===== src/rtl/ppsla_pkg.sv =====
`timescale 1ns / 1ps
// ----------------------------------------------------------------------------
// ppsla_pkg
// Shared types and constants of the pad port serial link adapter.
// ----------------------------------------------------------------------------
package ppsla_pkg;

  localparam int QUEUE_DEPTH  = 16;
  localparam int BUTTON_COUNT = 12;
  localparam int BYTE_W       = 8;
  localparam int PAD_W        = 5;
  localparam int PHASE_W      = 4;
  localparam int PTR_W        = (QUEUE_DEPTH > 1) ? $clog2(QUEUE_DEPTH) : 1;
  localparam int CNT_W        = $clog2(QUEUE_DEPTH + 1);
  localparam int BTN_IDX_W    = (BUTTON_COUNT > 1) ? $clog2(BUTTON_COUNT) : 1;

  localparam logic [PAD_W-1:0]   PAD_END         = PAD_W'(16);
  localparam logic [PHASE_W-1:0] PHASE_IDLE      = PHASE_W'(0);
  localparam logic [PHASE_W-1:0] PHASE_START     = PHASE_W'(1);
  localparam logic [PHASE_W-1:0] PHASE_LAST_DATA = PHASE_W'(8);

  localparam logic [1:0] OP_PULSE   = 2'd0;
  localparam logic [1:0] OP_LATCH   = 2'd1;
  localparam logic [1:0] OP_HOST_WR = 2'd2;
  localparam logic [1:0] OP_HOST_RD = 2'd3;

  typedef struct packed {
    logic [1:0]              op;
    logic [BYTE_W-1:0]       value;
    logic                    io_line;
    logic [BUTTON_COUNT-1:0] pad_buttons;
  } in_t;

  typedef struct packed {
    logic [1:0]        line_bits;
    logic [BYTE_W-1:0] host_byte_out;
    logic              host_byte_valid;
    logic              host_data_waiting;
    logic              overflow_flag;
  } out_t;

endpackage


===== src/rtl/pad_port_serial_link_adapter.sv =====
`timescale 1ns / 1ps
// ----------------------------------------------------------------------------
// pad_port_serial_link_adapter
// Game-pad port adapter: pad shift mode and bit-serial link to a host, with
// one byte queue in RAM for each direction.
// ----------------------------------------------------------------------------
// Pipeline: an accepted transaction is registered in stage s1, then in the output
// register once that is free. One transaction per cycle while the output is not
// stalled; queue pointers and serial state update at the accept edge, and a host
// read's RAM data is registered alongside s1. Reset: synchronous, clears engines,
// queue pointers and the pipeline; queue RAM contents are not cleared.
// ----------------------------------------------------------------------------
module pad_port_serial_link_adapter (
  input  logic             clk,
  input  logic             rst_n,
  input  logic             cfg_we,
  input  logic             cfg_wdata,
  input  logic             in_valid,
  output logic             in_stall,
  input  ppsla_pkg::in_t   in_data,
  output logic             out_valid,
  input  logic             out_stall,
  output ppsla_pkg::out_t  out_data
);

  logic                               cfg_second_r;
  logic [ppsla_pkg::PAD_W-1:0]        pad_count_r, pad_count_nxt;
  logic                               latch_r, latch_nxt;
  logic [ppsla_pkg::PHASE_W-1:0]      send_phase_r, send_phase_nxt;
  logic [ppsla_pkg::BYTE_W-1:0]       send_shift_r, send_shift_nxt, send_sh_eff;
  logic                               send_pend_r, send_pend_nxt;
  logic [ppsla_pkg::PHASE_W-1:0]      recv_phase_r, recv_phase_nxt;
  logic [ppsla_pkg::BYTE_W-1:0]       recv_shift_r, recv_shift_nxt;
  logic                               first_bit_r, first_bit_nxt;
  logic [ppsla_pkg::PTR_W-1:0]        hq_head_r, hq_head_nxt, hq_tail_r, hq_tail_nxt;
  logic [ppsla_pkg::CNT_W-1:0]        hq_cnt_r, hq_cnt_nxt;
  logic [ppsla_pkg::PTR_W-1:0]        cq_head_r, cq_head_nxt, cq_tail_r, cq_tail_nxt;
  logic [ppsla_pkg::CNT_W-1:0]        cq_cnt_r, cq_cnt_nxt;

  logic                               hq_we, hq_re, cq_we, cq_re;
  logic [ppsla_pkg::BYTE_W-1:0]       hq_rdata, cq_rdata, cq_wdata;

  logic                               s1_v_r, s1_v_nxt;
  ppsla_pkg::out_t                    s1_r, s1_nxt;
  logic                               out_v_r, out_v_nxt;
  ppsla_pkg::out_t                    out_r, out_nxt;

  logic in_acc, s1_move;

  localparam logic [ppsla_pkg::CNT_W-1:0] QFULL = ppsla_pkg::CNT_W'(ppsla_pkg::QUEUE_DEPTH);
  localparam logic [ppsla_pkg::PTR_W-1:0] QLAST =
    ppsla_pkg::PTR_W'(ppsla_pkg::QUEUE_DEPTH - 1);
  localparam logic [ppsla_pkg::PAD_W-1:0] BTN_END =
    ppsla_pkg::PAD_W'(ppsla_pkg::BUTTON_COUNT);

  function automatic logic [ppsla_pkg::PTR_W-1:0] ptr_inc(
    input logic [ppsla_pkg::PTR_W-1:0] p
  );
    return (p == QLAST) ? '0 : p + ppsla_pkg::PTR_W'(1);
  endfunction

  assign s1_move  = s1_v_r & (~out_v_r | ~out_stall);
  assign in_stall = s1_v_r & ~s1_move;
  assign in_acc   = in_valid & ~in_stall;

  assign send_sh_eff = send_pend_r ? cq_rdata : send_shift_r;
  assign cq_wdata    = ~in_data.value;

  always_comb begin
    pad_count_nxt  = pad_count_r;
    latch_nxt      = latch_r;
    send_phase_nxt = send_phase_r;
    send_shift_nxt = send_sh_eff;
    send_pend_nxt  = 1'b0;
    recv_phase_nxt = recv_phase_r;
    recv_shift_nxt = recv_shift_r;
    first_bit_nxt  = first_bit_r;
    hq_head_nxt    = hq_head_r;
    hq_tail_nxt    = hq_tail_r;
    hq_cnt_nxt     = hq_cnt_r;
    cq_head_nxt    = cq_head_r;
    cq_tail_nxt    = cq_tail_r;
    cq_cnt_nxt     = cq_cnt_r;
    hq_we          = 1'b0;
    hq_re          = 1'b0;
    cq_we          = 1'b0;
    cq_re          = 1'b0;
    s1_nxt         = '0;
    if (in_acc) begin
      case (in_data.op)
        ppsla_pkg::OP_PULSE: begin
          if (in_data.io_line) begin
            if (pad_count_r >= ppsla_pkg::PAD_END) begin
              s1_nxt.line_bits = 2'b01;
            end else begin
              if (pad_count_r < BTN_END) begin
                s1_nxt.line_bits =
                  {1'b0, in_data.pad_buttons[pad_count_r[ppsla_pkg::BTN_IDX_W-1:0]]};
              end
              if (!latch_r) begin
                pad_count_nxt = pad_count_r + ppsla_pkg::PAD_W'(1);
              end
            end
          end else begin
            if (recv_phase_r == ppsla_pkg::PHASE_IDLE) begin
              if (!latch_r) begin
                recv_phase_nxt = ppsla_pkg::PHASE_START;
              end
            end else if (recv_phase_r <= ppsla_pkg::PHASE_LAST_DATA) begin
              recv_shift_nxt = {latch_r, recv_shift_r[ppsla_pkg::BYTE_W-1:1]};
              recv_phase_nxt = recv_phase_r + ppsla_pkg::PHASE_W'(1);
            end else begin
              if (latch_r) begin
                if (hq_cnt_r == QFULL) begin
                  s1_nxt.overflow_flag = 1'b1;
                end else begin
                  hq_we       = 1'b1;
                  hq_tail_nxt = ptr_inc(hq_tail_r);
                  hq_cnt_nxt  = hq_cnt_r + ppsla_pkg::CNT_W'(1);
                end
              end
              recv_phase_nxt = ppsla_pkg::PHASE_IDLE;
            end
            if (send_phase_r == ppsla_pkg::PHASE_IDLE && cq_cnt_r != '0) begin
              cq_re          = 1'b1;
              cq_head_nxt    = ptr_inc(cq_head_r);
              cq_cnt_nxt     = cq_cnt_r - ppsla_pkg::CNT_W'(1);
              send_pend_nxt  = 1'b1;
              first_bit_nxt  = 1'b1;
              send_phase_nxt = ppsla_pkg::PHASE_START;
            end else if (send_phase_r <= ppsla_pkg::PHASE_LAST_DATA) begin
              first_bit_nxt  = send_sh_eff[0];
              send_shift_nxt = {1'b0, send_sh_eff[ppsla_pkg::BYTE_W-1:1]};
              send_phase_nxt = send_phase_r + ppsla_pkg::PHASE_W'(1);
            end else begin
              first_bit_nxt  = 1'b0;
              send_phase_nxt = ppsla_pkg::PHASE_IDLE;
            end
            s1_nxt.line_bits = {cfg_second_r, first_bit_nxt};
          end
        end
        ppsla_pkg::OP_LATCH: begin
          if (in_data.value[0] != latch_r) begin
            latch_nxt     = in_data.value[0];
            pad_count_nxt = '0;
          end
        end
        ppsla_pkg::OP_HOST_WR: begin
          if (cq_cnt_r == QFULL) begin
            s1_nxt.overflow_flag = 1'b1;
          end else begin
            cq_we       = 1'b1;
            cq_tail_nxt = ptr_inc(cq_tail_r);
            cq_cnt_nxt  = cq_cnt_r + ppsla_pkg::CNT_W'(1);
          end
        end
        ppsla_pkg::OP_HOST_RD: begin
          if (hq_cnt_r != '0) begin
            hq_re                  = 1'b1;
            hq_head_nxt            = ptr_inc(hq_head_r);
            hq_cnt_nxt             = hq_cnt_r - ppsla_pkg::CNT_W'(1);
            s1_nxt.host_byte_valid = 1'b1;
          end
        end
        default: begin
        end
      endcase
      s1_nxt.host_data_waiting = (hq_cnt_nxt != '0);
    end
  end

  always_comb begin
    out_nxt               = s1_r;
    out_nxt.host_byte_out = s1_r.host_byte_valid ? hq_rdata : '0;
  end

  assign s1_v_nxt  = in_acc | (s1_v_r & ~s1_move);
  assign out_v_nxt = s1_move | (out_v_r & out_stall);

  always_ff @(posedge clk) begin
    if (!rst_n) begin
      cfg_second_r <= 1'b0;
      pad_count_r  <= '0;
      latch_r      <= 1'b0;
      send_phase_r <= '0;
      send_shift_r <= '0;
      send_pend_r  <= 1'b0;
      recv_phase_r <= '0;
      recv_shift_r <= '0;
      first_bit_r  <= 1'b0;
      hq_head_r    <= '0;
      hq_tail_r    <= '0;
      hq_cnt_r     <= '0;
      cq_head_r    <= '0;
      cq_tail_r    <= '0;
      cq_cnt_r     <= '0;
      s1_v_r       <= 1'b0;
      out_v_r      <= 1'b0;
    end else begin
      if (cfg_we) begin
        cfg_second_r <= cfg_wdata;
      end
      pad_count_r  <= pad_count_nxt;
      latch_r      <= latch_nxt;
      send_phase_r <= send_phase_nxt;
      send_shift_r <= send_shift_nxt;
      send_pend_r  <= send_pend_nxt;
      recv_phase_r <= recv_phase_nxt;
      recv_shift_r <= recv_shift_nxt;
      first_bit_r  <= first_bit_nxt;
      hq_head_r    <= hq_head_nxt;
      hq_tail_r    <= hq_tail_nxt;
      hq_cnt_r     <= hq_cnt_nxt;
      cq_head_r    <= cq_head_nxt;
      cq_tail_r    <= cq_tail_nxt;
      cq_cnt_r     <= cq_cnt_nxt;
      s1_v_r       <= s1_v_nxt;
      out_v_r      <= out_v_nxt;
    end
  end

  always_ff @(posedge clk) begin
    if (in_acc) begin
      s1_r <= s1_nxt;
    end
    if (s1_move) begin
      out_r <= out_nxt;
    end
  end

  ppsla_ram #(
    .WIDTH (ppsla_pkg::BYTE_W),
    .DEPTH (ppsla_pkg::QUEUE_DEPTH)
  ) u_host_q (
    .clk   (clk),
    .we    (hq_we),
    .waddr (hq_tail_r),
    .wdata (recv_shift_r),
    .re    (hq_re),
    .raddr (hq_head_r),
    .rdata (hq_rdata)
  );

  ppsla_ram #(
    .WIDTH (ppsla_pkg::BYTE_W),
    .DEPTH (ppsla_pkg::QUEUE_DEPTH)
  ) u_cons_q (
    .clk   (clk),
    .we    (cq_we),
    .waddr (cq_tail_r),
    .wdata (cq_wdata),
    .re    (cq_re),
    .raddr (cq_head_r),
    .rdata (cq_rdata)
  );

  assign out_valid = out_v_r;
  assign out_data  = out_r;

endmodule


===== src/rtl/ppsla_ram.sv =====
`timescale 1ns / 1ps
// ----------------------------------------------------------------------------
// ppsla_ram
// Generic single-write, single-read RAM with registered read data.
// ----------------------------------------------------------------------------
module ppsla_ram #(
  parameter int WIDTH = 8,
  parameter int DEPTH = 16
) (
  input  logic                                        clk,
  input  logic                                        we,
  input  logic [((DEPTH > 1) ? $clog2(DEPTH) : 1)-1:0] waddr,
  input  logic [WIDTH-1:0]                            wdata,
  input  logic                                        re,
  input  logic [((DEPTH > 1) ? $clog2(DEPTH) : 1)-1:0] raddr,
  output logic [WIDTH-1:0]                            rdata
);

  logic [WIDTH-1:0] mem [DEPTH];

  always_ff @(posedge clk) begin
    if (we) begin
      mem[waddr] <= wdata;
    end
    if (re) begin
      rdata <= mem[raddr];
    end
  end

endmodule


===== config.mk =====
export PLATFORM = sky130hd
export DESIGN_NAME = pad_port_serial_link_adapter
export DESIGN_NICKNAME = d
export VERILOG_FILES = /design/src/rtl/ppsla_pkg.sv /design/src/rtl/pad_port_serial_link_adapter.sv /design/src/rtl/ppsla_ram.sv
export SDC_FILE = /design/constraint.sdc
export NUM_CORES = 1
export LEC_CHECK = 0
export BUFFER_PORTS_ARGS = -buffer_cell sky130_fd_sc_hd__clkbuf_2
export CAP_MARGIN = 15
export CORE_MARGIN = 1.5
export CORE_UTILIZATION = 45
export DETAILED_ROUTE_END_ITERATION = 7
export GPL_TIMING_DRIVEN = 1
export SYNTH_ARGS = -nofsm -noshare
export SYNTH_HDL_FRONTEND = slang
export SYNTH_SLANG_ARGS = --single-unit

===== constraint.sdc =====
create_clock -name clk -period 2.85 [get_ports clk]
set_input_delay 0.285 -clock clk [delete_from_list [all_inputs] [get_ports clk]]
set_output_delay 0.285 -clock clk [all_outputs]
set_load 0.005 [all_outputs]

# Yosys cells after proc, flatten, opt, wreduce, memory -nomap -nowiden
# Memory sizes are Yosys's and may differ from the RTL's. A register that Yosys moved wholly into a read port is not among the register bits.
# Index checks and enable logic that the tools add are counted.
# op_classes
n_eq_ne	18
order_cmp	5
mux	67
n_addsub	11
n_reduce_logical	19
n_bitwise	17
# op_table
operator	count
2-to-1 mux 5 bit	14
2-to-1 mux 8 bit	6
2-to-1 mux 4 bit	9
2-to-1 mux 1 bit	32
one-hot mux 5 bit (2 select lines)	3
adder 4 x 1 -> 4 bit (second input constant)	6
== test 4 bit (second input constant)	4
!= test 2 bit (second input constant)	8
adder 5 x 1 -> 5 bit (second input constant)	3
nonzero test 5 bit	3
AND reduction 3 bit	4
== test 5 bit (second input constant)	2
AND reduction 5 bit	2
subtractor 5 x 1 -> 5 bit (second input constant)	2
NOT 1 bit	9
<= comparator 4 bit (second input constant)	2
zero test 4 bit	2
NOT 8 bit	1
AND reduction 4 bit	2
AND reduction 7 bit	1
AND reduction 6 bit	1
greater-or-equal comparator 5 bit (second input constant)	1
< comparator 4 x 5 -> 1 bit (second input constant)	1
< comparator 5 x 4 -> 1 bit (second input constant)	1
other kinds (11)	18
# totals
ff_bits	78
mem_count	2
ramBits	256
out_inout_bits	15
word_cells	164
# mem_list
name	words	width	read_ports	rd_ports_with_merged_regs	write_ports	line_no	rtl
u_cons_q.mem	16	8	1	1	1	ppsla_ram.sv:19	logic [WIDTH-1:0] mem [DEPTH];
u_host_q.mem	16	8	1	1	1	ppsla_ram.sv:19	

# Longest topological paths before layout
# Gate-level depths: netlist of run 1.
# logic_depth
ltp_word	10
mapped_depth	9
depth_no_buf	9

# Cells and area by module
# From an unflattened synthesis of run 1, not the netlist that was laid out.
# unflattened
hier_cells	913
hier_area_um2	14690.3
# by_module_without_submodules
module	n_inst	cells_each	area_per_inst_um2	seq_area_each_um2
ppsla_ram	2	229	5227.5	4083.9
pad_port_serial_link_adapter	1	455	4235.3	1741.7

# Worst setup path before layout of run 1
# OpenSTA, ideal clock, no wires.
# synth_path
path_type	flip-flop to flip-flop
start	reg hq_cnt_r[0] (netlist name)
end	mem u_host_q.mem[1][0] (enable)
t_required_ps	2467
n_path_buf	1
stages_incl_launch_ff	9
setup_time_ps	383
setup_slack_ps	183
arrival_ps	2283
cell_sequence	dfxtp_1 > clkbuf_1 > inv_1 > ha_1 > and4bb_2 > nor3_2 > and2_1 > nand2_1 > nor3_1
# synth_between
elab_chain_len	10
# synth_rtl
item	line_no	rtl
start, declared	pad_port_serial_link_adapter.sv:36	logic [ppsla_pkg::CNT_W-1:0] hq_cnt_r, hq_cnt_nxt;
start signal, assigned	pad_port_serial_link_adapter.sv:213	hq_cnt_r <= hq_cnt_nxt;
== test 5 bit	pad_port_serial_link_adapter.sv:114	if (hq_cnt_r == QFULL) begin
2-to-1 mux 1 bit	pad_port_serial_link_adapter.sv:114	
2-to-1 mux 1 bit	pad_port_serial_link_adapter.sv:113	if (latch_r) begin
2-to-1 mux 1 bit	pad_port_serial_link_adapter.sv:109	end else if (recv_phase_r <= ppsla_pkg::PHASE_LAST_DATA) begin
2-to-1 mux 1 bit	pad_port_serial_link_adapter.sv:105	if (recv_phase_r == ppsla_pkg::PHASE_IDLE) begin
2-to-1 mux 1 bit	pad_port_serial_link_adapter.sv:92	if (in_data.io_line) begin
2-to-1 mux 1 bit	pad_port_serial_link_adapter.sv:90	case (in_data.op)
2-to-1 mux 1 bit	pad_port_serial_link_adapter.sv:89	if (in_acc) begin
2-to-1 mux 1 bit	ppsla_ram.sv:22	if (we) begin
2-to-1 mux 1 bit (implied by the code)	ppsla_ram.sv:23	mem[waddr] <= wdata;
end, declared	ppsla_ram.sv:19	
# Every way passes these cells.

# Final worst setup path of run 1
# layout_path
start	reg hq_cnt_r[0] (netlist name)
end	mem u_host_q.mem[1][5] (enable)
# The elaborated chain is that of the path after synthesis.

==> results of run 1 <==
## cells in the mapped netlist (3+ instances only)
cell type	n	area [sq um]
edfxtp_1	290	8710
mux4_2	83	1870
nor2_1	73	274
dfxtp_1	60	1200
nand2_1	38	143
mux2i_1	28	280
clkbuf_1	27	101
inv_1	26	97.6
ha_1	25	313
a21oi_1	22	110
nand3_1	19	95.1
nor3_1	18	90.1
o21ai_0	15	75.1
buf_2	12	60.1
and2_1	11	68.8
and3_1	9	56.3
xor2_1	9	78.8
nand2b_1	8	50.1
a31oi_1	7	43.8
nand3b_1	5	37.5
nand4_1	5	31.3
buf_1	4	15.0
nor2b_1	4	25.0
a211oi_1	3	22.5
buf_6	3	33.8
nor3b_1	3	22.5
nor4_1	3	18.8
xnor2_1	3	26.3
## path summary, 6_finish.rpt
kind,start,endpoint,slack [ns],cells after the start
setup / recovery,hq_cnt_r[0],u_host_q.mem[1][5],0.29,8
hold / removal,cfg_we,cfg_second_r,0.02,3
setup reg to reg,hq_cnt_r[0],u_host_q.mem[1][5],0.29,8
hold reg to reg,out_nxt[1],out_data[1],0.42,0
## metal layers
| layer | part of all wire (%) | vias to the layer above | global-route usage (%) | wire [microns] |
|---|---|---|---|---|
| li1 | - | 3586 | - | - |
| met3 | 4.2 | 52 | 3.21 | 1230 |
| met5 | 0 | - | 0 | 0 |
| met4 | 2.1 | 0 | 4.46 | 628 |
| met2 | 48 | 187 | 29.4 | 14100 |
| met1 | 46 | 3936 | 25.5 | 13500 |
## worst max-delay path, cell delays in order (launching register included)
cell and delay (ns):
dfxtp_1 0.47, inv_1 0.10, ha_1 0.23, and4bb_2 0.26, nor3_2 0.34, and2_1 0.32
nand2_1 0.18, nor3_1 0.17, buf_4 0.20
## power by group through the flow
stage | clock (mW) | combinational (mW) | sequential (mW)
3_5_place_dp | 0 | 0.400 | 5.69
4_1_cts | 4.78 | 0.404 | 5.58
5_1_grt | 4.98 | 0.443 | 5.59
3_3_place_gp | 0 | 0.398 | 5.69
2_1_floorplan | 0 | 0.293 | 5.68
6_report | 4.67 | 0.399 | 5.58
## state kept, by name (all words and copies together), names as in the netlist, 4 cells and up
register and count:
recv_phase_r 4, out_data 13, u_cons_q.mem 128, cq_head_r 4
send_shift_r 8, u_cons_q.rdata 8, pad_count_r 5, u_host_q.mem 128
out_nxt 5, hq_cnt_r 5, cq_tail_r 4, u_host_q.rdata 8
hq_head_r 4, hq_tail_r 4, recv_shift_r 8, cq_cnt_r 5
send_phase_r 4
## final cells by class
type                       instances  share of cell area, %
clock buffer                      47                   6.28
clock inverter                    22                  0.954
inverter                          27                  0.608
multi-input combinational        449                   25.8
sequential                       350                   59.5
tap                              402                   3.02
timing repair buffer              94                   3.83
## per-stage QoR
step                hold slack, ns  std cells  worst slack, ns  cell area (sq um)
finish                      0.0222       1391            0.285              16700
global route                0.0213       1391           0.0712              16700
CTS                       0.000914       1391            0.298              16700
detailed placement           0.417       1321            0.317              15400
global placement             0.420       1321            0.388              15400
floorplan                    0.400        873            0.183              14500
## cells by family (layout without fill, tap and decap cells)
| logic type | count (synthesis) | count (layout) | share of synthesized area, % |
|---|---|---|---|
| flip-flops | 350 | 350 | 68.2 |
| AND/OR/NAND/NOR | 217 | 217 | 7.69 |
| multiplexers | 112 | 112 | 14.9 |
| AO/OA/AOI/OAI | 82 | 82 | 4.05 |
| buffers and inverters | 74 | 190 | 2.20 |
| adder cells (fa/ha/maj) | 26 | 26 | 2.29 |
| XOR/XNOR | 12 | 12 | 0.723 |
==> metrics.txt, run 1 <==
H-tree depth=2; placeable core region=between 30,000 and 40,000 sq um; Worst Hold Class=in2reg; net switching component of the power=~2.2 mW; maximum vdd ir drop=between 500 and 600 uV; clk_lat worst skew=0.53 ns; Seq/Total Area, Yosys=around two thirds; worst setup skew after layout=a little under 0.02 ns; Resized cells post-CTS=0; Internal Pwr Total=~8.4 mW; final core area utilization=52.7%; routed length per placed instance=~21 microns; Global Route Usage Sum=18.1%; maximum number of pins on one net before global-route repair=38; Total Wirelength=29,400 microns; area used by sequential logic in the layout=between 9000 and 10,000 sq um; area growth from synthesis to layout=14.7%; clock tree from TritonCTS=done; Cell Rows=65; syn_nets=between 900 and 1,000; clock network power share=between 40% and 50%; arrival time at the worst endpoint=about 2.8 ns; sort of element at the start of the critical path=flip-flop; share of synthesized flip-flops with an asynchronous set or reset=0%; total negative slack for setup checks=0 ns; clk buf depth=3; power share of the combinational group=3.7%; post-route clock period utilization=~90%; Die ar.=between 30,000 and 40,000 sq um; fin. max-slew vios=0; count of input and output buffers=43; post-synthesis sequential element count=350; Final Hold Viols=0; cts hold-fix bufs=1; post-route DRC violation count=0; count of flip-flops with a built-in enable after synthesis=slightly below 300; number of inserted diodes=0; area used by multi-input combinational logic=about 4300 sq um; NumNets Final=1,015; Die Y=183 microns; global-route wire length before repair=~46,000 microns; Sinks on Clock Net=350; fmax=around 400 MHz; fraction of layout instances using a drive strength above 1=26.2%; via count of the first global-routing pass=7,731; detailed-router iteration count before antenna repair=5; number of distinct standard cells referenced by the synthesized netlist=76; mean instance size in the synthesized netlist=roughly 17 sq um; number of synthesis warnings=0; max cap viols=0; minimum clock period=~2.6 ns; via-per-instance ratio=5.58; mapped cell area=about 15,000 sq um; number of buffers added by the clock tree synthesis step=38; final HPWL from detailed placement=approximately 19,000 microns; proportion of power drawn by flip-flops and latches=a little over half; number of setup buffers added after CTS=0; largest fanout on the critical path=9; library cell used as clock root buffer=clkbuf_16; power density of the placed cells=639 nW/um^2; critical path endpoint category=flip-flop; outcome=finished, final reports clean; initial antenna violation count=0; Post-Synthesis Cells=around 870; clock-pin slew on the worst setup and hold paths=approximately 0.050 ns; Setup Viol. Count Final=0; leakage power of the design=~5.8 nW; leading register cell type out of synthesis=edfxtp_1; most common library cell in the layout ignoring fill and taps=edfxtp_1; IO Count=44; Iteration-0 DRC Markers=~640; setup repair after global routing missed its margin=no; Sw Ratio=20.8%; Initial Util=45.9%; type of the worst setup path=reg2reg; number of fillers in the final layout=around 2,600; remaining max-slew budget at the tightest pin=a little over two fifths; Final Total Pwr=10.6 mW; slew at the pin with the worst max-slew slack=0.850 ns; Worst Path Required=slightly above 3 ns; top library cells by usage in the layout, fill and taps aside=edfxtp_1 (290), mux4_2 (83), nor2_1 (73), dfxtp_1 (58), buf_4 (47); GP Congestion=around 0.79; ANT nets after route=0; chip width=between 150 and 200 microns; overall via count from detail_route=7,761; global-route congestion overflow total=0
Power figures use the tool's default switching activity.
==> inputs of run 2 (changes only) <==
--- a/config.mk
+++ b/config.mk
@@ -5,6 +5,7 @@
 export SDC_FILE = /design/constraint.sdc
 export NUM_CORES = 1
 export LEC_CHECK = 0
+export ABC_AREA = 1
 export BUFFER_PORTS_ARGS = -buffer_cell sky130_fd_sc_hd__clkbuf_2
 export CAP_MARGIN = 15
 export CORE_MARGIN = 1.5
==> run 2 against run 1 <==
  * Routed wire length up 12%
  * Via count up 29%
  * Fmax up 5.0%
  * Worst setup slack better by 0.12 ns
  * Register-to-register slack better by 0.12 ns
  * Critical path depth up 1
  * Sequential share of layout area down 1.1 points
  * Highest routed layer unchanged
==> metrics.txt, run 2 <==
outcome=finished, final reports clean (unchanged); clock tree from TritonCTS=done (unchanged); clock network power share=45.1% (was 43.8%); WP depth=9 (was 8); number of buffers added by the clock tree synthesis step=39 (was 38); critical path endpoint category=flip-flop (unchanged); Setup Viol. Count Final=0 (unchanged); sort of element at the start of the critical path=flip-flop (unchanged); total negative slack for setup checks=0 ns (unchanged); Resized cells post-CTS=0 (unchanged); number of cells traversed by the worst register-to-register path=9 (was 8); largest fanout on the critical path=8 (was 9); Seq/Total Area, Yosys=66.7% (was 68.2%); H-tree depth=2 (unchanged); final HPWL from detailed placement=21,100 microns (was 18,900 microns); Internal Pwr Total=8.87 mW (was 8.43 mW); Total Wirelength=33,100 microns (was 29,400 microns); largest cells by area after synthesis=edfxtp_1 (59%), dfxtp_1 (8.1%), nor2_1 (7.2%) (was edfxtp_1 (60%), mux4_2 (13%), dfxtp_1 (8.3%)); clock-pin slew on the worst setup and hold paths=0.06 ns (was 0.05 ns); fraction of synthesized cell area in xor and xnor cells=0.766% (was 0.723%); slew at the pin with the worst max-slew slack=0.936 ns (was 0.850 ns); detailed-router iteration count before antenna repair=5 (unchanged); number of distinct standard cells referenced by the synthesized netlist=44 (was 76); arrival time at the worst endpoint=2.59 ns (was 2.79 ns); Initial Util=45.7% (was 45.9%); most common library cell in the layout ignoring fill and taps=edfxtp_1 (unchanged); most frequent cell on the critical path=inv_2; Iteration-0 DRC Markers=909 (was 637); number of inserted diodes=0 (unchanged); post-route DRC violation count=0 (unchanged); Worst Path Required=3.00 ns (was 3.08 ns); post-route clock period utilization=85.7% (was 90.0%); post-synthesis sequential element count=350 (unchanged); fraction of layout instances using a drive strength above 1=12.0% (was 26.2%); maximum vdd ir drop=495 uV (was 533 uV); placeable core region=32,500 sq um (was 31,600 sq um); initial antenna violation count=0 (unchanged); global-route congestion overflow total=0 (unchanged); via count of the first global-routing pass=9,767 (was 7,731); Die ar.=34,100 sq um (was 33,400 sq um); Critical Path Slowest Stage Cell=nor2_1 (was dfxtp_1); largest family of logic cells by synthesized area=simple AND/OR/NAND/NOR gates (was multiplexers); worst path cell trace=inv_1, ha_1, nand2_1, nand3_1, inv_2, nand3_2, inv_2, nand2_2, nor2_1 (was inv_1, ha_1, and4bb_2, nor3_2, and2_1, nand2_1, nor3_1, buf_4); fin. max-slew vios=0 (unchanged); number of synthesis warnings=0 (unchanged); Sinks on Clock Net=350 (unchanged); Sw Ratio=21.4% (was 20.8%); fmax=409 MHz (was 390 MHz); buffers and inverters on the worst path=3 (was 2); syn_nets=1,405 (was 928); mean instance size in the synthesized netlist=11.0 sq um (was 16.6 sq um); Synth Area in Adders=2.24% (was 2.29%); via-per-instance ratio=5.31 (was 5.58); Global Route Usage Sum=19.9% (was 18.1%); leakage power of the design=6.21 nW (was 5.76 nW); share of synthesized flip-flops with an asynchronous set or reset=0% (unchanged); minimum clock period=2.44 ns (was 2.56 ns); number of fillers in the final layout=2,885 (was 2,566); critical path's largest stage delay=0.52 ns (was 0.47 ns); most instantiated cells after synthesis=edfxtp_1 (290), nor2_1 (286), o21ai_0 (149) (was edfxtp_1 (290), mux4_2 (83), nor2_1 (73)); count of input and output buffers=43 (unchanged); Synth Area in Compound Gates=11.1% (was 4.05%); count of flip-flops with a built-in enable after synthesis=290 (unchanged); total placed cells including tap cells=1,807 (was 1,321); simple-gate portion of the synthesized area=14.6% (was 7.69%); area growth from synthesis to layout=14.3% (was 14.7%); Worst Hold Class=in2reg (unchanged); cell class contributing the biggest share of worst-path delay=simple AND/OR/NAND/NOR gates (unchanged); share of synthesized area spent on multiplexers=0.143% (was 14.9%); global-route wire length before repair=52,200 microns (was 45,700 microns); clk buf depth=3 (unchanged); setup repair after global routing missed its margin=no (unchanged); GP Congestion=0.855 (was 0.792); worst setup skew after layout=0.0301 ns (was 0.0197 ns); ANT nets after route=0 (unchanged); most frequently used cell type in the post-synthesis netlist=edfxtp_1 (unchanged); type of the worst setup path=reg2reg (unchanged); power density of the placed cells=664 nW/um^2 (was 639 nW/um^2); top library cells by usage in the layout, fill and taps aside=edfxtp_1 (290), nor2_1 (286), o21ai_0 (149), nand2_1 (137), inv_1 (89) (was edfxtp_1 (290), mux4_2 (83), nor2_1 (73), dfxtp_1 (58), buf_4 (47)); Die Y=185 microns (was 183 microns); routed length per placed instance=17.6 microns (was 21.2 microns); maximum number of pins on one net before global-route repair=68 (was 38); overall via count from detail_route=9,997 (was 7,761); mapped cell area=14,900 sq um (was 14,500 sq um); count of cells along the worst hold path=3 (unchanged); NumNets Final=1,463 (was 1,015); power share of the combinational group=5.0% (was 3.7%); chip width=185 microns (was 183 microns); remaining max-slew budget at the tightest pin=37.5% (was 43.3%); Final Hold Viols=0 (unchanged); IO Count=44 (unchanged); final core area utilization=52.2% (was 52.7%); proportion of netlist area held by the largest area contributor=58.6% (was 59.9%); Post-Synthesis Cells=1,350 (was 873); Cell Rows=66 (was 65); library cell used as clock root buffer=clkbuf_16 (unchanged); max cap viols=0 (unchanged); post-synth top area cell=edfxtp_1 (unchanged); proportion of power drawn by flip-flops and latches=49.9% (was 52.4%); final cell count without fillers=1,881 (was 1,391); leading register cell type out of synthesis=edfxtp_1 (unchanged); clk_lat worst skew=0.54 ns (was 0.53 ns); net switching component of the power=2.41 mW (was 2.22 mW)
-- run 2: changes by cell type after synthesis, moves of 39 or more --
| cell | before | now |
|---|---|---|
| nor2_1 | 73 | 286 |
| mux4_2 | 83 | 0 |
| nand2_1 | 38 | 137 |
| nand3_1 | 19 | 58 |
| o21ai_0 | 15 | 149 |
| inv_1 | 26 | 91 |
-- run 2: metal layers --
layer  up-vias  global-route usage (%)  part of all wire [%]  wire length [microns]
met5         -                       0                     0                      0
met4         0                    5.63                   1.8                    592
met3        52                    3.40                   5.3                   1770
met2       263                    32.9                    48                  15800
met1      4834                    27.1                    45                  15000
li1       4848                       -                     -                      -
-- run 2: cells by family (layout without fill, tap and decap cells) --
kind of cell / count (synthesis) / count (layout)
simple gates: 518 / 518
flops: 350 / 350
compound gates: 279 / 279
buf+inv: 162 / 251
fa+ha+maj: 26 / 26
xor+xnor: 13 / 13
mux: 2 / 2
-- run 2: cell type report --
type / count / area, sq um / share of cell area, %
sequential: 350 / 9910 / 58.4
multi-input combinational: 838 / 4290 / 25.3
clock buffer: 54 / 1110 / 6.56
tap: 442 / 553 / 3.26
timing repair buffer: 75 / 510 / 3.01
inverter: 104 / 393 / 2.31
clock inverter: 18 / 208 / 1.22
-- run 2: stage by stage --
stage / setup slack, ns / instance area, sq um / total power [mW] / hold slack (ns)
after CTS: 0.386 / 17000 / 11.4 / 0.00653
after floorplan: 0.828 / 14900 / 6.11 / 0.400
after detailed placement: 0.407 / 15600 / 6.30 / 0.406
after global placement: 0.549 / 15600 / 6.29 / 0.404
after global routing: 0.165 / 17000 / 11.7 / 0.0300
final: 0.407 / 17000 / 11.3 / 0.0284
-- run 2: what timing repair did --
action,in CTS,in global routing
hold buffers,2,0
endpoints found under the hold margin,2,0
buffers inserted,0,0
-- run 2: power groups by stage --
stage	combinational, mW	sequential, mW	clock [mW]
global route	0.645	5.63	5.39
detailed placement	0.570	5.73	0
CTS	0.574	5.62	5.19
global placement	0.567	5.73	0
floorplan	0.405	5.70	0
finish	0.567	5.62	5.09
-- run 2: path summary, 6_finish.rpt --
kind,start,endpoint,slack (ns)
max reg2reg,recv_phase_r[0],u_host_q.mem[3][7],0.41
min reg2reg,out_nxt[1],out_data[1],0.42
max,recv_phase_r[0],u_host_q.mem[3][7],0.41
min,cfg_we,cfg_second_r,0.03
-- run 2: tightest hold or removal path, delay by kind of cell --
kind | cells | cell delay, ns
buf+inv | 1 | 0.09
simple gates | 1 | 0.07
compound gates | 1 | 0.06
==> inputs of run 3 (changes only) <==
--- a/config.mk
+++ b/config.mk
@@ -8,10 +8,12 @@
 export ABC_AREA = 1
 export BUFFER_PORTS_ARGS = -buffer_cell sky130_fd_sc_hd__clkbuf_2
 export CAP_MARGIN = 15
+export CORE_ASPECT_RATIO = 1.1
 export CORE_MARGIN = 1.5
-export CORE_UTILIZATION = 45
+export CORE_UTILIZATION = 44
 export DETAILED_ROUTE_END_ITERATION = 7
 export GPL_TIMING_DRIVEN = 1
+export MAX_ROUTING_LAYER = met4
 export SYNTH_ARGS = -nofsm -noshare
 export SYNTH_HDL_FRONTEND = slang
 export SYNTH_SLANG_ARGS = --single-unit
==> run 3 against run 2 <==
  * Critical path depth up 1
  * Sequential power barely moved
  * Largest cell class unchanged
  * Combinational power grew 0.9%
  * Clock power decreased by 4.3%
  * Routed wire length is 2.7% lower
  * Non-clock buffer count increased by 17
  * Highest routed layer unchanged
  * Final area about the same
==> metrics.txt, run 3 (same netlist as run 2, synthesis figures left out) <==
IO Count=44 (unchanged); NumNets Final=1,479 (was 1,463); worst path cell trace=inv_1, ha_1, nand2_1, nand3_1, inv_2, nand3_2, inv_2, nand2_1, nor2_1, buf_4 (was inv_1, ha_1, nand2_1, nand3_1, inv_2, nand3_2, inv_2, nand2_2, nor2_1); count of input and output buffers=43 (unchanged); most common library cell in the layout ignoring fill and taps=edfxtp_1 (unchanged); number of inserted diodes=0 (unchanged); least setup slack across all paths after layout=0.585 ns (was 0.407 ns); clock network power share=44.0% (was 45.1%); outcome=finished, final reports clean (unchanged); critical path's largest stage delay=0.38 ns (was 0.52 ns); leakage power of the design=6.27 nW (was 6.21 nW); Final Total Pwr=11.1 mW (was 11.3 mW); Critical Path Slowest Stage Cell=dfxtp_1 (was nor2_1); maximum number of pins on one net before global-route repair=68 (unchanged); Internal Pwr Total=8.67 mW (was 8.87 mW); via-per-instance ratio=5.27 (was 5.31); post-route DRC violation count=0 (unchanged); Die ar.=34,900 sq um (was 34,100 sq um); arrival time at the worst endpoint=2.49 ns (was 2.59 ns); critical path endpoint category=flip-flop (unchanged); Iteration-0 DRC Markers=832 (was 909); global-route wire length before repair=50,800 microns (was 52,200 microns); ANT nets after route=0 (unchanged); area growth from synthesis to layout=14.4% (was 14.3%); Resized cells post-CTS=0 (unchanged); overall via count from detail_route=9,943 (was 9,997); global-route congestion overflow total=0 (unchanged); remaining max-slew budget at the tightest pin=41.7% (was 37.5%); routed length per placed instance=17.1 microns (was 17.6 microns); GP Congestion=0.872 (was 0.855); proportion of power drawn by flip-flops and latches=50.8% (was 49.9%); clock tree from TritonCTS=done (unchanged); Setup Viol. Count Final=0 (unchanged); Worst Hold Class=in2reg (unchanged); final core area utilization=51.1% (was 52.2%); worst setup timing slack at the placement stage=0.368 ns (was 0.407 ns); net switching component of the power=2.39 mW (was 2.41 mW); Initial Util=44.7% (was 45.7%); number of buffers added by the clock tree synthesis step=38 (was 39); Die Y=196 microns (was 185 microns); total negative slack for setup checks=0 ns (unchanged); Cell Rows=70 (was 66); power density of the placed cells=651 nW/um^2 (was 664 nW/um^2); power share of the combinational group=5.2% (was 5.0%); Sinks on Clock Net=350 (unchanged); Sw Ratio=21.6% (was 21.4%); clk buf depth=3 (unchanged); type of the worst setup path=reg2reg (unchanged); maximum vdd ir drop=472 uV (was 495 uV); setup repair after global routing missed its margin=no (unchanged); chip width=178 microns (was 185 microns); library cell used as clock root buffer=clkbuf_16 (unchanged); worst setup skew after layout=0.0123 ns (was 0.0301 ns); initial antenna violation count=0 (unchanged); sort of element at the start of the critical path=flip-flop (unchanged); number of setup buffers added after CTS=0 (unchanged); final std cell area, no fill=17,000 sq um (about the same); max cap viols=0 (unchanged); post-route clock period utilization=79.5% (was 85.7%); Worst Path Required=3.08 ns (was 3.00 ns); clk_lat worst skew=0.53 ns (was 0.54 ns); placeable core region=33,300 sq um (was 32,500 sq um); final HPWL from detailed placement=20,800 microns (was 21,100 microns); Final Hold Viols=0 (unchanged); Global Route Usage Sum=19.4% (was 19.9%); largest fanout on the critical path=8 (unchanged); clock-pin slew on the worst setup and hold paths=0.06 ns (about the same); fin. max-slew vios=0 (unchanged); fraction of layout instances using a drive strength above 1=13.0% (was 12.0%); top library cells by usage in the layout, fill and taps aside=edfxtp_1 (290), nor2_1 (286), o21ai_0 (149), nand2_1 (137), inv_1 (89) (unchanged); minimum clock period=2.27 ns (was 2.44 ns); H-tree depth=2 (unchanged); via count of the first global-routing pass=9,420 (was 9,767); cts hold-fix bufs=3 (was 2); fmax=441 MHz (was 409 MHz); Total Wirelength=32,200 microns (was 33,100 microns); slew at the pin with the worst max-slew slack=0.874 ns (was 0.936 ns); detailed-router iteration count before antenna repair=5 (unchanged); cell area after placement=15,700 sq um (was 15,600 sq um)
run 3: changes by cell type in the layout (fill, tap and decap cells not counted), moves of 2 or more:
cell      change
buf_4        +18
clkinv_2      +6
clkbuf_1      -4
clkbuf_8      -3
buf_12        -2
run 3: area by class of cell:
type,count,area (sq um)
sequential,350,9910
timing repair buffer,92,616
clock inverter,22,188
clock buffer,47,1060
tap,432,541
multi-input combinational,838,4290
fill,2981,16300
inverter,104,393
run 3: final timing paths:
| kind | startpoint | end | slack [ns] | cells past startpoint |
|---|---|---|---|---|
| setup / recovery | recv_phase_r[0] | u_host_q.mem[0][5] | 0.58 | 10 |
| hold / removal | out_stall | out_valid | 0.04 | 3 |
| setup reg to reg | recv_phase_r[0] | u_host_q.mem[0][5] | 0.58 | 10 |
| hold reg to reg | out_nxt[1] | out_data[1] | 0.43 | 0 |
run 3: power groups by stage:
stage / Sequential [mW] / Combinational (mW) / Clock [mW]
floorplan: 5.70 / 0.405 / 0
global placement: 5.73 / 0.564 / 0
detailed placement: 5.73 / 0.571 / 0
CTS: 5.62 / 0.577 / 4.99
global route: 5.62 / 0.648 / 5.19
finish: 5.62 / 0.572 / 4.87
run 3: critical path, delay by kind of cell, from the launching register on:
kind / cells / cell delay [ns]
adders and majority gates: 1 / 0.21
buffers and inverters: 4 / 0.59
and+or+nand+nor: 5 / 0.79
DFF: 1 / 0.38
run 3: routing by layer:
layer / up-vias / share of wire (%) / global-route usage (%)
li1: 4889 / - / -
met1: 4728 / 44 / 25.4
met2: 263 / 48 / 30.8
met3: 63 / 4.6 / 2.83
met4: 0 / 3.3 / 7.38
met5: - / 0 / -
run 3: stage by stage:
step,hold WS [ns],cells
floorplan,0.400,1350
global placement,0.402,1813
detailed placement,0.421,1813
CTS,0.0281,1885
global route,0.0411,1885
finish,0.0382,1885
